$ cat src/rtl/core/wppb_pkg.sv
// ----------------------------------------------------------------------------
// wppb_pkg
// Shared types and constants of the weighted palette pixel blend core:
// field widths, palette, pipeline control word and register indexes.
// ----------------------------------------------------------------------------
package wppb_pkg;

	localparam int NUM_INPUTS = 8;
	localparam int NUM_COLORS = 8;
	localparam int NUM_CH     = 3;
	localparam int IN_BITS    = 16;
	localparam int Q_BITS     = 8;
	localparam int CFG_BITS   = 4;
	localparam int IDX_BITS   = 2;

	localparam logic MODE_GREY = 1'b1;

	typedef enum logic [IDX_BITS-1:0] {
		CFG_MODE   = 2'd0,
		CFG_PLANES = 2'd1,
		CFG_SELECT = 2'd2
	} cfg_idx_t;

	// red, green, blue per plane
	localparam logic [Q_BITS-1:0] PALETTE [NUM_COLORS][NUM_CH] = '{
		'{8'd255, 8'd0,   8'd0  },
		'{8'd0,   8'd255, 8'd0  },
		'{8'd0,   8'd0,   8'd255},
		'{8'd255, 8'd255, 8'd0  },
		'{8'd255, 8'd0,   8'd255},
		'{8'd0,   8'd255, 8'd255},
		'{8'd127, 8'd127, 8'd127},
		'{8'd255, 8'd255, 8'd255}
	};

	localparam logic [Q_BITS-1:0] GREY_LEVEL = 8'd255;

	typedef struct packed {
		logic valid;
		logic mode;
		logic zero;
	} pix_ctl_t;

	// every color has one common level on its nonzero channels
	function automatic logic [Q_BITS-1:0] lane_level(input logic [2:0] idx);
		logic [Q_BITS-1:0] lv;
		lv = '0;
		for (int c = 0; c < NUM_CH; c++) begin
			if (PALETTE[idx][c] > lv) begin
				lv = PALETTE[idx][c];
			end
		end
		return lv;
	endfunction

endpackage

$ cat src/rtl/core/wppb_lane.sv
// ----------------------------------------------------------------------------
// wppb_lane
// Pipelined restoring divider, one quotient bit per stage, giving
// floor(num / den) saturated to the quotient width.
// ----------------------------------------------------------------------------
module wppb_lane #(
	parameter int NUM_BITS = 24,
	parameter int DEN_BITS = 19
) (
	input  logic                        clk,
	input  logic [NUM_BITS-1:0]         num,
	input  logic [DEN_BITS-1:0]         den,
	output logic [wppb_pkg::Q_BITS-1:0] quot
);
	import wppb_pkg::*;

	localparam int WW = (NUM_BITS > DEN_BITS + Q_BITS) ? NUM_BITS : DEN_BITS + Q_BITS;

	logic [NUM_BITS-1:0] rem_s  [Q_BITS];
	logic [DEN_BITS-1:0] den_s  [Q_BITS];
	logic [Q_BITS-1:0]   quot_s [Q_BITS];
	logic                ovf_s  [Q_BITS];

	logic [NUM_BITS-1:0] rem_in  [Q_BITS];
	logic [DEN_BITS-1:0] den_in  [Q_BITS];
	logic [Q_BITS-1:0]   quot_in [Q_BITS];
	logic                ovf_in  [Q_BITS];

	for (genvar j = 0; j < Q_BITS; j++) begin : g_stage
		localparam int K = Q_BITS - 1 - j;

		logic [WW-1:0]       dsh;
		logic [WW-1:0]       rw;
		logic                ge;
		logic [NUM_BITS-1:0] rem_nx;
		logic [Q_BITS-1:0]   quot_nx;

		if (j == 0) begin : g_first
			assign rem_in[j]  = num;
			assign den_in[j]  = den;
			assign quot_in[j] = '0;
			// quotient would not fit
			assign ovf_in[j]  = WW'(num) >= (WW'(den) << Q_BITS);
		end else begin : g_next
			assign rem_in[j]  = rem_s[j-1];
			assign den_in[j]  = den_s[j-1];
			assign quot_in[j] = quot_s[j-1];
			assign ovf_in[j]  = ovf_s[j-1];
		end

		assign dsh     = WW'(den_in[j]) << K;
		assign rw      = WW'(rem_in[j]);
		assign ge      = rw >= dsh;
		assign rem_nx  = ge ? NUM_BITS'(rw - dsh) : rem_in[j];
		assign quot_nx = quot_in[j] | (Q_BITS'(ge) << K);

		always_ff @(posedge clk) begin
			rem_s[j]  <= rem_nx;
			den_s[j]  <= den_in[j];
			quot_s[j] <= quot_nx;
			ovf_s[j]  <= ovf_in[j];
		end
	end

	assign quot = ovf_s[Q_BITS-1] ? '1 : quot_s[Q_BITS-1];

endmodule

$ cat config.mk
export PLATFORM = sky130hd
export DESIGN_NAME = wppb_lane
export DESIGN_NICKNAME = d
export VERILOG_FILES = /design/src/rtl/core/wppb_pkg.sv /design/src/rtl/core/wppb_lane.sv
export SDC_FILE = /design/constraint.sdc
export NUM_CORES = 1
export LEC_CHECK = 0
export ABC_AREA = 1
export BUFFER_PORTS_ARGS = -buffer_cell sky130_fd_sc_hd__buf_2
export CORE_MARGIN = 1.5
export CORE_UTILIZATION = 55
export CTS_BUF_LIST = sky130_fd_sc_hd__clkbuf_4
export CTS_CLUSTER_DIAMETER = 150
export DETAILED_ROUTE_END_ITERATION = 8
export GPL_TIMING_DRIVEN = 0
export PLACE_DENSITY = 0.72
export REMOVE_ABC_BUFFERS = 1
export SKIP_LAST_GASP = 1
export SLEW_MARGIN = 40
export SYNTH_ARGS = -nofsm -noshare
export SYNTH_HDL_FRONTEND = slang
export SYNTH_SLANG_ARGS = --single-unit
$ cat constraint.sdc
create_clock -name clk -period 3.67 [get_ports clk]
set_input_delay 0.1835 -clock clk [delete_from_list [all_inputs] [get_ports clk]]
set_output_delay 0.1835 -clock clk [all_outputs]
set_load 0.005 [all_outputs]
-- Word-level counts from Yosys, hierarchy flattened
Memories as Yosys holds them, arrays and structs flattened.
Cells that the tools add are included.
- register bits: 0
- bits in writable memories: 416
- input port bits: 44
- logic and storage cells: 37
- memories: 4
- memory list (name ; depth ; bits a word ; rd ports ; clocked after Yosys merged registers in ; wr ports ; RTL line ; RTL):
    rem_s ; 8 ; 24 ; 7 ; 0 ; 8 ; wppb_lane.sv:19 ; logic [NUM_BITS-1:0] rem_s [Q_BITS];
    den_s ; 8 ; 19 ; 7 ; 0 ; 8 ; wppb_lane.sv:20 ; logic [DEN_BITS-1:0] den_s [Q_BITS];
    quot_s ; 8 ; 8 ; 8 ; 0 ; 8 ; wppb_lane.sv:21 ; logic [Q_BITS-1:0] quot_s [Q_BITS];
    ovf_s ; 8 ; 1 ; 8 ; 0 ; 8 ; wppb_lane.sv:22 ; logic ovf_s [Q_BITS];
- add/subtract/negate cells: 8
- $lt $le $gt $ge: 9
- mux-type cells: 9
- bitwise logic cells: 7
- operators by type and width (kind ; count):
    $mux 24 ; 8
    $sub 24x24->24 ; 3
    $ge 24x27->1 ; 1
    $ge 24x26->1 ; 1
    $ge 24x25->1 ; 1
    $ge 24x19->1 ; 1
    $ge 24x20->1 ; 1
    $ge 24x21->1 ; 1
    $ge 24x22->1 ; 1
    $ge 24x23->1 ; 1
    $ge 24x24->1 ; 1
    $sub 24x19->24 ; 1
    $sub 24x20->24 ; 1
    $sub 24x21->24 ; 1
    $sub 24x22->24 ; 1
    $sub 24x23->24 ; 1
    $mux 8 ; 1
    $or 8x1->8 ; 1
    $or 8x2->8 ; 1
    $or 8x3->8 ; 1
    $or 8x4->8 ; 1
    $or 8x5->8 ; 1
    $or 8x6->8 ; 1
    $or 8x7->8 ; 1

-- Depth between registers and ports, before layout
An unclocked memory read counts as a cell.
- depth after elaboration: 3
- gate-level depth with buffers: 14
- mapped depth without buffers: 14

-- Least setup slack after synthesis
OpenSTA, ideal clock, no wires.
- kind: reg-to-reg
- start: mem rem_s[2][4]
- end: mem rem_s[3][10]
- library setup time: 0.112 ns
- arrival time: 1.752 ns
- data required time: 3.558 ns
- setup slack: 1.806 ns
- stages on the path, launching flop included: 13
- path buffers: 1
- period minus slack after synthesis: 1.864 ns
- path through: dfxtp_1 -> inv_1 -> ha_1 -> fa_1 -> inv_1 -> nand3_1 -> nand3_1 -> nand3_1 -> nand4_4 -> inv_4 -> buf_6 -> nand2_1 -> nand2_1
- RTL lines (element ; RTL line):
    from (decl) ; wppb_lane.sv:19

==> metrics.cfg <==
[outcome]
status=complete, no violations

[layout]
nNetsFinal=3234
area_growth_syn_to_layout_pct=11.5
final_layout_size_suffix_gt1_share_pct=7.56
stdcell_area_um2=21500

[synthesis]
synth_top_area_share_pct=35.8
yosysSeqAreaShare_pct=35.8
ys_ff_latch=345
yosys.area_share.simple_pct=33.9
synth_fa_ha_area_share_pct=11.4
ys_warn_count=0
syn_area_per_cell_um2=6.76
synth_xor_area_share_pct=2.81
yosysUniqueCellTypes=44
syn-cell-area_um2=19300
synthMuxAreaShare_pct=0
synth_ff_type=dfxtp_1
yosysMostFrequentCell=nand2_1
synthTopCellsByCount=nand2_1, inv_1, dfxtp_1
synth_top_family_by_area=simple AND/OR/NAND/NOR gates
ys_top_cells_by_area=dfxtp_1, nand2_1, ha_1
synth_compound_area_share_pct=4.67
synth_edf_count=0
synth_top_area_cell=dfxtp_1
async_reset_ff_share_pct=0
netlist_instances=2855

[clock_tree]
cts_buffer_depth=3
ctsHtreeMaxLevel=3
cts_tree=done
cts_made_buffers=87
clock-root-buffer=clkbuf_4
cts.clk_slew.worst_paths_ns=0.07
ctsResizeCount=0
clk_latency_ns=0.81
cts.sinks=345

[pwr]
internal-power_uw=9060
p_total_uw=16200
p_leak_uw=0.0120
p_seq_share_pct=32.5
power_frac_clock_pct=19.9
irDropWorstVdd_v=0.000476
comb_power_share_pct=47.6
p_per_area_nw_per_um2=754
p_switching_uw=7160
switching_share_pct=44.1

[critical_path]
r2r_end=rem_s[5][15]
worst-r2r-cell-count=14
cp-start-kind=flop
reg2reg_from=den_s[4][0]
crit_required_ns=4.40
crit_start=den_s[4][0]
crit_end=rem_s[5][15]
rrSetupSlack_ns=0.34
endpoint_kind=flop
crit_arrival_ns=4.06
crit_path_max_fanout=21
path_class=reg -> reg

[sta]
rsz0062_at_grt=false
period_share_pct=90.7
period_minus_slack_ns=3.33
fmax_mhz=300
hold_viol=0
final-setup-viol-count=0
hold_ws_ns=0.0531
skew_ns=0.0558
slew_violations=0
relSlewSlack_pct=44.7
tightest_slew_ns=0.827
setup_ws_ns=0.342

[routing]
drtIter0Drc=1157
wirelength_mm=53.4
drt.antenna.violating_nets=0
num_vias=17800
wl_per_cell_um=15.1
vias_per_cell=5.04
drc=0
drt_pass1_iterations=5

[global_routing]
grt_max_degree=30
grt_overflow=0
grtUsageTotal_pct=30.1
grt_pass1_vias=17500
grt_pass1_wl_mm=85.7
grt_antenna_before_repair=2

[place]
port_buffers=51
dpl_cell_area_um2=19900
pre_cts_ws_ns=0.276
dp_hpwl_mm=42.8
gp_congestion=0.932

[run]
maxCapViolCount=0

[floorplanning]
die_w_um=190
fp-row-count=68
die_h_um=190
core_area_um2=34500
start_util_pct=55.9
num_io_pins=52
die_area_um2=36200

[worst_hold_path]
min_path_type=in -> reg

## stage by stage
step / cells / utilization (%) / TNS, ns
2_1_floorplan: 2827 / - / 0
3_3_place_gp: 3333 / 57.6 / -4.70
6_report: 3540 / 62.3 / 0
3_5_place_dp: 3335 / 57.7 / 0
4_1_cts: 3537 / 62.3 / 0
5_1_grt: 3539 / 62.3 / 0
## metal layers
layer	global-route usage, %	routed length (um)	part of all wire [%]	vias to the layer above
li1	-	-	-	9177
met1	34.0	22100	41	8058
met2	55.1	26700	50	469
met3	4.97	2430	4.5	135
met4	14.1	2230	4.2	0
met5	0	0	0	-
## layout make-up
class                   instances  area, um2
repair buffers                102        761
clock buffers                 116        871
inverters                     523       1970
diodes                          3       7.51
fillers                      3402      13000
multi-input cells            1959      10200
clock inverters                37        234
flip-flops and latches        345       6910
well taps                     455        569
## critical path: stages, from the launching register on
cell and delay [ns]:
dfxtp_1 0.36, ha_1 0.16, inv_1 0.10, fa_1 0.45, nand2_1 0.12, nand2_1 0.10
nand3_1 0.09, nand2_1 0.14, nand2_1 0.11, nand4_1 0.21, buf_4 0.26, buf_4 0.20
inv_1 0.61, nand2_1 0.25, nand2_1 0.12
## cells in the final DEF, fill, tap and decap left out, types with 2 or more instances in the layout
cell type,instances
a21oi_1,100
a21oi_2,5
and2_1,6
buf_2,51
buf_4,2
bufinv_16,3
clkbuf_4,116
clkinv_1,25
clkinv_2,6
dfxtp_1,345
diode_2,3
dlygate4sd3_1,49
fa_1,7
ha_1,165
inv_1,515
inv_2,8
nand2_1,1035
nand2_2,6
nand3_1,198
nand3_2,5
nand3b_1,36
nand4_1,30
nand4_2,4
nor2_1,189
nor2_2,6
nor2_4,2
nor3_1,23
nor4_1,5
o211ai_1,2
o21ai_0,39
o21ai_2,2
o21bai_1,13
or2_2,9
xnor2_1,7
xor2_1,55
## flip-flops by register name, summed over array words and instances, names as in the netlist
name	count
rem_s	168
ovf_s	8
den_s	133
quot_s	36
## how the worst min path moves through the flow
stage,from,end,slack [ns],depth (start not counted)
global route,den[10],den_s[0][10],0.02,2
global placement,den[2],den_s[0][2],0.30,1
detailed placement,den[2],den_s[0][2],0.30,1
floorplan,den[0],den_s[0][0],0.21,0
CTS,den[10],den_s[0][10],0.004,2
finish,den[10],den_s[0][10],0.05,2
## kinds of logic after synthesis
kind of cell / count (synthesis)
compound gates: 166
xor+xnor: 62
fa+ha+maj: 172
buf+inv: 551
flops: 345
simple gates: 1559
## power by group through the flow
stage          clock network [uW]  registers (uW)  logic (uW)
2_1_floorplan                   0            5060        5730
3_3_place_gp                    0            5320        7450
3_5_place_dp                    0            5350        7570
4_1_cts                      3340            5270        7650
5_1_grt                      3570            5340        8810
6_report                     3230            5270        7720
## repair_timing
action,4_1_cts,5_1_grt
hold buffers,49,0
endpoints found under the hold margin,43,0
buffers inserted,0,0
No activity file was read; power rests on OpenSTA's default activity.
