==> config.mk <==
export PLATFORM = sky130hd
export DESIGN_NAME = wppb_merge
export DESIGN_NICKNAME = d
export VERILOG_FILES = /design/src/rtl/core/wppb_pkg.sv /design/src/rtl/core/wppb_merge.sv
export SDC_FILE = /design/constraint.sdc
export NUM_CORES = 1
export LEC_CHECK = 0
export BUFFER_PORTS_ARGS = -buffer_cell sky130_fd_sc_hd__buf_2
export CAP_MARGIN = 25
export CORE_ASPECT_RATIO = 2
export CORE_MARGIN = 8
export CORE_UTILIZATION = 29
export CTS_BUF_LIST = sky130_fd_sc_hd__clkbuf_16
export DETAILED_ROUTE_END_ITERATION = 10
export PLACE_DENSITY_LB_ADDON = 0.25
export SYNTH_ARGS = -nofsm -noshare
export SYNTH_HDL_FRONTEND = slang
export SYNTH_SLANG_ARGS = --single-unit
export TNS_END_PERCENT = 100
==> constraint.sdc <==
create_clock -name clk -period 0.8 [get_ports clk]
set_clock_uncertainty 0.1 [all_clocks]
set_input_delay 0.12 -clock clk [delete_from_list [all_inputs] [get_ports clk]]
set_output_delay 0.12 -clock clk [all_outputs]
set_load 0.005 [all_outputs]
==> src/rtl/core/wppb_pkg.sv <==
// ----------------------------------------------------------------------------
// wppb_pkg
// Shared types and constants of the weighted palette pixel blend core:
// field widths, palette, pipeline control word and register indexes.
// ----------------------------------------------------------------------------
package wppb_pkg;

	localparam int NUM_INPUTS = 8;
	localparam int NUM_COLORS = 8;
	localparam int NUM_CH     = 3;
	localparam int IN_BITS    = 16;
	localparam int Q_BITS     = 8;
	localparam int CFG_BITS   = 4;
	localparam int IDX_BITS   = 2;

	localparam logic MODE_GREY = 1'b1;

	typedef enum logic [IDX_BITS-1:0] {
		CFG_MODE   = 2'd0,
		CFG_PLANES = 2'd1,
		CFG_SELECT = 2'd2
	} cfg_idx_t;

	// red, green, blue per plane
	localparam logic [Q_BITS-1:0] PALETTE [NUM_COLORS][NUM_CH] = '{
		'{8'd255, 8'd0,   8'd0  },
		'{8'd0,   8'd255, 8'd0  },
		'{8'd0,   8'd0,   8'd255},
		'{8'd255, 8'd255, 8'd0  },
		'{8'd255, 8'd0,   8'd255},
		'{8'd0,   8'd255, 8'd255},
		'{8'd127, 8'd127, 8'd127},
		'{8'd255, 8'd255, 8'd255}
	};

	localparam logic [Q_BITS-1:0] GREY_LEVEL = 8'd255;

	typedef struct packed {
		logic valid;
		logic mode;
		logic zero;
	} pix_ctl_t;

	// every color has one common level on its nonzero channels
	function automatic logic [Q_BITS-1:0] lane_level(input logic [2:0] idx);
		logic [Q_BITS-1:0] lv;
		lv = '0;
		for (int c = 0; c < NUM_CH; c++) begin
			if (PALETTE[idx][c] > lv) begin
				lv = PALETTE[idx][c];
			end
		end
		return lv;
	endfunction

endpackage

==> src/rtl/core/wppb_merge.sv <==
// ----------------------------------------------------------------------------
// wppb_merge
// Combines the lane quotients into one RGB pixel, selects grey mode or
// black, and registers the result with its strobe.
// ----------------------------------------------------------------------------
module wppb_merge #(
	parameter int MAX_PLANES = 8
) (
	input  logic                        clk,
	input  logic                        arst_n,
	input  wppb_pkg::pix_ctl_t          ctl,
	input  logic [wppb_pkg::Q_BITS-1:0] quot [MAX_PLANES],
	input  logic [wppb_pkg::Q_BITS-1:0] grey,
	output logic [wppb_pkg::Q_BITS-1:0] red,
	output logic [wppb_pkg::Q_BITS-1:0] green,
	output logic [wppb_pkg::Q_BITS-1:0] blue,
	output logic                        done
);
	import wppb_pkg::*;

	localparam int AW = Q_BITS + $clog2(MAX_PLANES) + 1;
	localparam logic [AW-1:0] CH_MAX = AW'((1 << Q_BITS) - 1);

	logic [AW-1:0]     acc   [NUM_CH];
	logic [Q_BITS-1:0] pix_c [NUM_CH];
	logic [Q_BITS-1:0] red_q;
	logic [Q_BITS-1:0] green_q;
	logic [Q_BITS-1:0] blue_q;
	logic              done_q;

	always_comb begin
		for (int c = 0; c < NUM_CH; c++) begin
			acc[c] = '0;
			for (int i = 0; i < MAX_PLANES; i++) begin
				if (PALETTE[i][c] != '0) begin
					acc[c] = acc[c] + AW'(quot[i]);
				end
			end
			priority if (ctl.zero) begin
				pix_c[c] = '0;
			end else if (ctl.mode == MODE_GREY) begin
				pix_c[c] = grey;
			end else if (acc[c] > CH_MAX) begin
				pix_c[c] = '1;
			end else begin
				pix_c[c] = acc[c][Q_BITS-1:0];
			end
		end
	end

	always_ff @(posedge clk) begin
		red_q   <= pix_c[0];
		green_q <= pix_c[1];
		blue_q  <= pix_c[2];
	end

	always_ff @(posedge clk or negedge arst_n) begin
		if (!arst_n) begin
			done_q <= 1'b0;
		end else begin
			done_q <= ctl.valid;
		end
	end

	assign red   = red_q;
	assign green = green_q;
	assign blue  = blue_q;
	assign done  = done_q;

endmodule

# Word-level counts from Yosys, hierarchy flattened
# Index checks and enable logic that the tools add are counted.
[totals] reg_bits=25 latch_bits=0 ram_bits=0 romBits=0 output_inout_bits=25 n_memories=0
[op_classes] n_addsub=12 n_mul=0 n_div=0 order_cmp=3 eq_ne=0 shifts=0 n_mux=6 bitwise=0 reduce_logical=0
[op_table] cell="8-bit two-way mux" count=6
[op_table] cell="11-bit by 8-bit adder with 12-bit output" count=3
[op_table] cell="12-bit by 8-bit greater-than comparator with 1-bit output (second input constant)" count=3
[op_table] cell="10-bit by 8-bit adder with 11-bit output" count=3
[op_table] cell="9-bit by 8-bit adder with 10-bit output" count=3
[op_table] cell="8-bit by 8-bit adder with 9-bit output" count=3

# Logic depth before layout (Yosys ltp)
[depth] ltp_word=7 depth_mapped=13 ltp_nobuf=13

# Worst setup path before layout
# Ideal clock, no wire load.
[synth_path] kind="input port to flip-flop" start="input quot[3] in the netlist's numbering" end="register blue_q[0], in the netlist blue[0]" setup_time_ns=0.137 arrival_ns=3.340 required_time_ns=0.563 path_slack_ns=-2.776 path_stages=13 n_path_buf=0 cell_sequence="inv_1 fa_1 inv_1 fa_1 inv_1 fa_1 inv_1 ha_1 nor2b_1 o31a_2 a41oi_2 mux2i_2 a31oi_1"
[synth_via] elab_chain_cells=4
[synth_lines] item="start, declared" line_no="wppb_merge.sv:12" rtl="input logic [wppb_pkg::Q_BITS-1:0] quot [MAX_PLANES],"
[synth_lines] item="11-bit by 8-bit adder with 12-bit output" line_no="wppb_merge.sv:36" rtl="acc[c] = acc[c] + AW'(quot[i]);"
[synth_lines] item="12-bit by 8-bit greater-than comparator with 1-bit output" line_no="wppb_merge.sv:43" rtl="end else if (acc[c] > CH_MAX) begin"
[synth_lines] item="8-bit two-way mux" line_no="wppb_merge.sv:43"
[synth_lines] item="8-bit two-way mux" line_no="wppb_merge.sv:41" rtl="end else if (ctl.mode == MODE_GREY) begin"
[synth_lines] item="end signal, assigned" line_no="wppb_merge.sv:54" rtl="blue_q <= pix_c[2];"
[synth_lines] item="end, declared" line_no="wppb_merge.sv:28" rtl="logic [Q_BITS-1:0] blue_q;"
# No other way between the ends.
# A chain may end at the register's enable or synchronous reset.

# Worst setup path after layout
[layout_path] start="input quot[9] in the netlist's numbering" end="register green_q[3], in the netlist green[3]"
[layout_via] elab_chain_cells=5
[layout_lines] item="10-bit by 8-bit adder with 11-bit output *" line_no="wppb_merge.sv:36"
[layout_lines] item="11-bit by 8-bit adder with 12-bit output *" line_no="wppb_merge.sv:36"
[layout_lines] item="12-bit by 8-bit greater-than comparator with 1-bit output" line_no="wppb_merge.sv:43"
[layout_lines] item="8-bit two-way mux *" line_no="wppb_merge.sv:43"
[layout_lines] item="8-bit two-way mux *" line_no="wppb_merge.sv:41"
[layout_lines] item="end signal, assigned" line_no="wppb_merge.sv:53" rtl="green_q <= pix_c[1];"
[layout_lines] item="end, declared" line_no="wppb_merge.sv:27" rtl="logic [Q_BITS-1:0] green_q;"
# Every way passes the cells marked *; elsewhere a longest branch is shown, timed or not.

==> metrics.txt <==
library cells used by synthesis=42; part of the power in registers=10.8%; port bufs=101; Placement Cell Area=4850 um2; fin crit period=between 3 and 4 ns; Slew HR=approximately three quarters; endpoint class of the critical path=flop; Post-Route WL=10300 um; first-pass GRT wire length=16900 um; Max Cap Viol=0; core outline area=12100 um2; combinational share of power=81.6%; Die ar.=around 16000 um2; die width=94.9 um; critical path startpoint category=primary input; CP Class=primary input to flop; routed vias=~3200; Worst-path clk slew=roughly 0.060 ns; failing checks=setup timing; setup ws final=-2.51 ns; DP HPWL=around 9500 um; status=finished with violations; Hold Vio Cnt, Final=0; RD Place Congestion=0.838; internal power=approximately 0.0084 W; total grt overflow=0; Mapped Cells=390; CTS HTree Levels=1; Leak=2.81 nW; Die Ht=174 um; commonest cells after routing, fill and taps aside=inv_1, buf_2, buf_4; Setup violations, final=49; vias per inst=4.51; Max Slew Vio Count=0; Sw Ratio=a little over two fifths; I/O pin count=102; largest net degree at the start of global routing=17; sw power=approximately 0.0066 W; n_diodes=0; RSZ-0062 raised after global routing=yes; starting DRC count in detailed routing=64; Worst VDD drop=1.16 mV; # DRC=0; CTS sink cnt=25; Seq/Total Area, Yosys=between 10% and 20%; fmax=302 MHz; commonest non-fill, non-tap cell in the layout=inv_1; num rows=57; final net count=735; Seq cells post-synth=25; Final period util=414%; Post-synth ARST share=~4.0%; DP Worst Slack=-2.95 ns; PwrDens=2800 nW/um2; Post-synth EDFFs=0; post-layout util=44.2%; Crit-path slowest cell=fa_1; Total Routing Usage GR=13.0%; initial cell density of the core=between 20 and 30%; Final ANT Viol Nets=0; crit path cell chain=buf_8 -> inv_12 -> fa_2 -> fa_1 -> inv_2 -> fa_1 -> ha_2 -> inv_2 -> fa_2 -> nand2b_4 -> a211oi_2 -> o21ai_1 -> a211o_4 -> a31oi_2; Avg Synthesized Cell Area=9.26 um2; Worst path max stage delay=0.52 ns; Root Buffer Master=clkbuf_16; CTS tree=yes; Mapped Area=3610 um2; Area Growth Syn to Fin=48.4%; total CTS buffers=3; Min-Delay Path Class=primary input to async pin; Slew @ Worst Pin=0.372 ns; final std cells w/o fill=710; setup TNS=-61.45 ns; Final Instance Area=5360 um2; share of layout cells above drive strength 1=~45%; DP Cell Count=698; Worst EP arrival=3.40 ns; CTS max path bufs=2; fill count=1240; drt wl/cell=approximately 15 um; CP required=between 0.8 and 0.9 ns; vias in the first global route=between 3000 and 4000; First-pass DRT Iterations=4; critical path peak fanout=8; Yosys warning count=0; syn_nets=between 500 and 600; Clock power frac=about 7.6%; initial antenna violation count=0; Synth Flop Type=dfxtp_1
cell usage after synthesis (all sizes together), types with 2 or more instances:
cell type  instances  area, um2
inv              134        503
a41oi              2       32.5
nor2               8       30.0
xnor2              4       35.0
dfxtp             24        480
a21oi             13       65.1
o31a               2       18.8
xor2               7       61.3
a211o              3       26.3
fa                61       1220
o211ai             3       27.5
ha                33        413
nor3               4       20.0
o21a               5       37.5
a211oi             4       35.0
nor4               2       12.5
nand2b             2       12.5
o21ai              9       48.8
nand2              8       30.0
o31ai              2       15.0
mux2i              3       37.5
a31oi             24        150
a21o              15        114
nand3              2       10.0
o311ai             2       17.5
a2111oi            2       55.1
nor2b              3       18.8
or4                2       15.0
area by class of cell:
class / count / area (um2) / area share [%]
clock buffers: 3 / 75.1 / 1.40
clock inverters: 1 / 8.76 / 0.163
inverters: 134 / 538 / 10.0
multi-input cells: 229 / 2850 / 53.2
flip-flops and latches: 25 / 524 / 9.78
well taps: 147 / 184 / 3.43
repair buffers: 171 / 1180 / 22.0
logic make-up after synthesis:
kind of cell | after synthesis | share of synthesized area (%)
xor gates and xnor gates | 11 | 2.67
AOI/OAI and AO/OA | 90 | 18.8
muxes | 3 | 1.04
adders and majority gates | 94 | 45.2
buffers and inverters | 136 | 14.1
and+or+nand+nor | 31 | 4.12
DFF | 25 | 14.0
worst max-delay path by stage:
| stage | start | to | slack, ns | cells past startpoint |
|---|---|---|---|---|
| after floorplan | quot[18] | green[0]$_SDFF_PP0_ | -2.58 | 12 |
| after global placement | quot[9] | green[0]$_SDFF_PP0_ | -2.90 | 14 |
| after detailed placement | quot[18] | green[3]$_SDFF_PP0_ | -2.95 | 13 |
| after CTS | quot[9] | green[3]$_SDFF_PP0_ | -2.52 | 14 |
| after global routing | quot[1] | green[1]$_SDFF_PP0_ | -2.63 | 14 |
| final | quot[9] | green[3]$_SDFF_PP0_ | -2.51 | 14 |
routing by layer:
| layer | GRT usage (%) | up-vias | routed length, um |
|---|---|---|---|
| met5 | 0 | - | 0 |
| met4 | 4.72 | 0 | 350 |
| met3 | 1.26 | 16 | 416 |
| met2 | 27.8 | 71 | 6510 |
| met1 | 11.0 | 1528 | 3070 |
| li1 | - | 1584 | - |
power by group through the flow:
stage | registers, W | logic (W) | clock network [W]
CTS | 0.00160 | 0.0118 | 0.00114
floorplan | 0.00160 | 0.00671 | 0
global placement | 0.00159 | 0.0108 | 0
finish | 0.00162 | 0.0122 | 0.00113
detailed placement | 0.00159 | 0.0109 | 0
global route | 0.00164 | 0.0137 | 0.00119
stage by stage:
step | hold slack [ns] | power, W
2_1_floorplan | -0.276 | 0.00831
3_3_place_gp | -0.205 | 0.0124
3_5_place_dp | -0.204 | 0.0125
4_1_cts | 0.0688 | 0.0145
5_1_grt | 0.0679 | 0.0165
6_report | 0.0639 | 0.0150
registers in the layout (all words and copies together), names as in the netlist:
name,flops
blue,8
green,8
red,8
done,1
worst max-delay path, delay by kind of cell:
family / cells / cell delay (ns)
adder cells (fa/ha/maj): 5 / 2.05
AO/OA/AOI/OAI: 4 / 0.85
buffers and inverters: 4 / 0.22
AND/OR/NAND/NOR: 1 / 0.15
repair_timing:
item                       4_1_cts  5_1_grt
setup endpoints to repair       49       49
buffers inserted                 5        1
hold endpoints to repair         2        0
gates resized for setup         51       36
hold buffers                     2        0
pin swaps                       28       14
(Power assumes the default switching activity.)
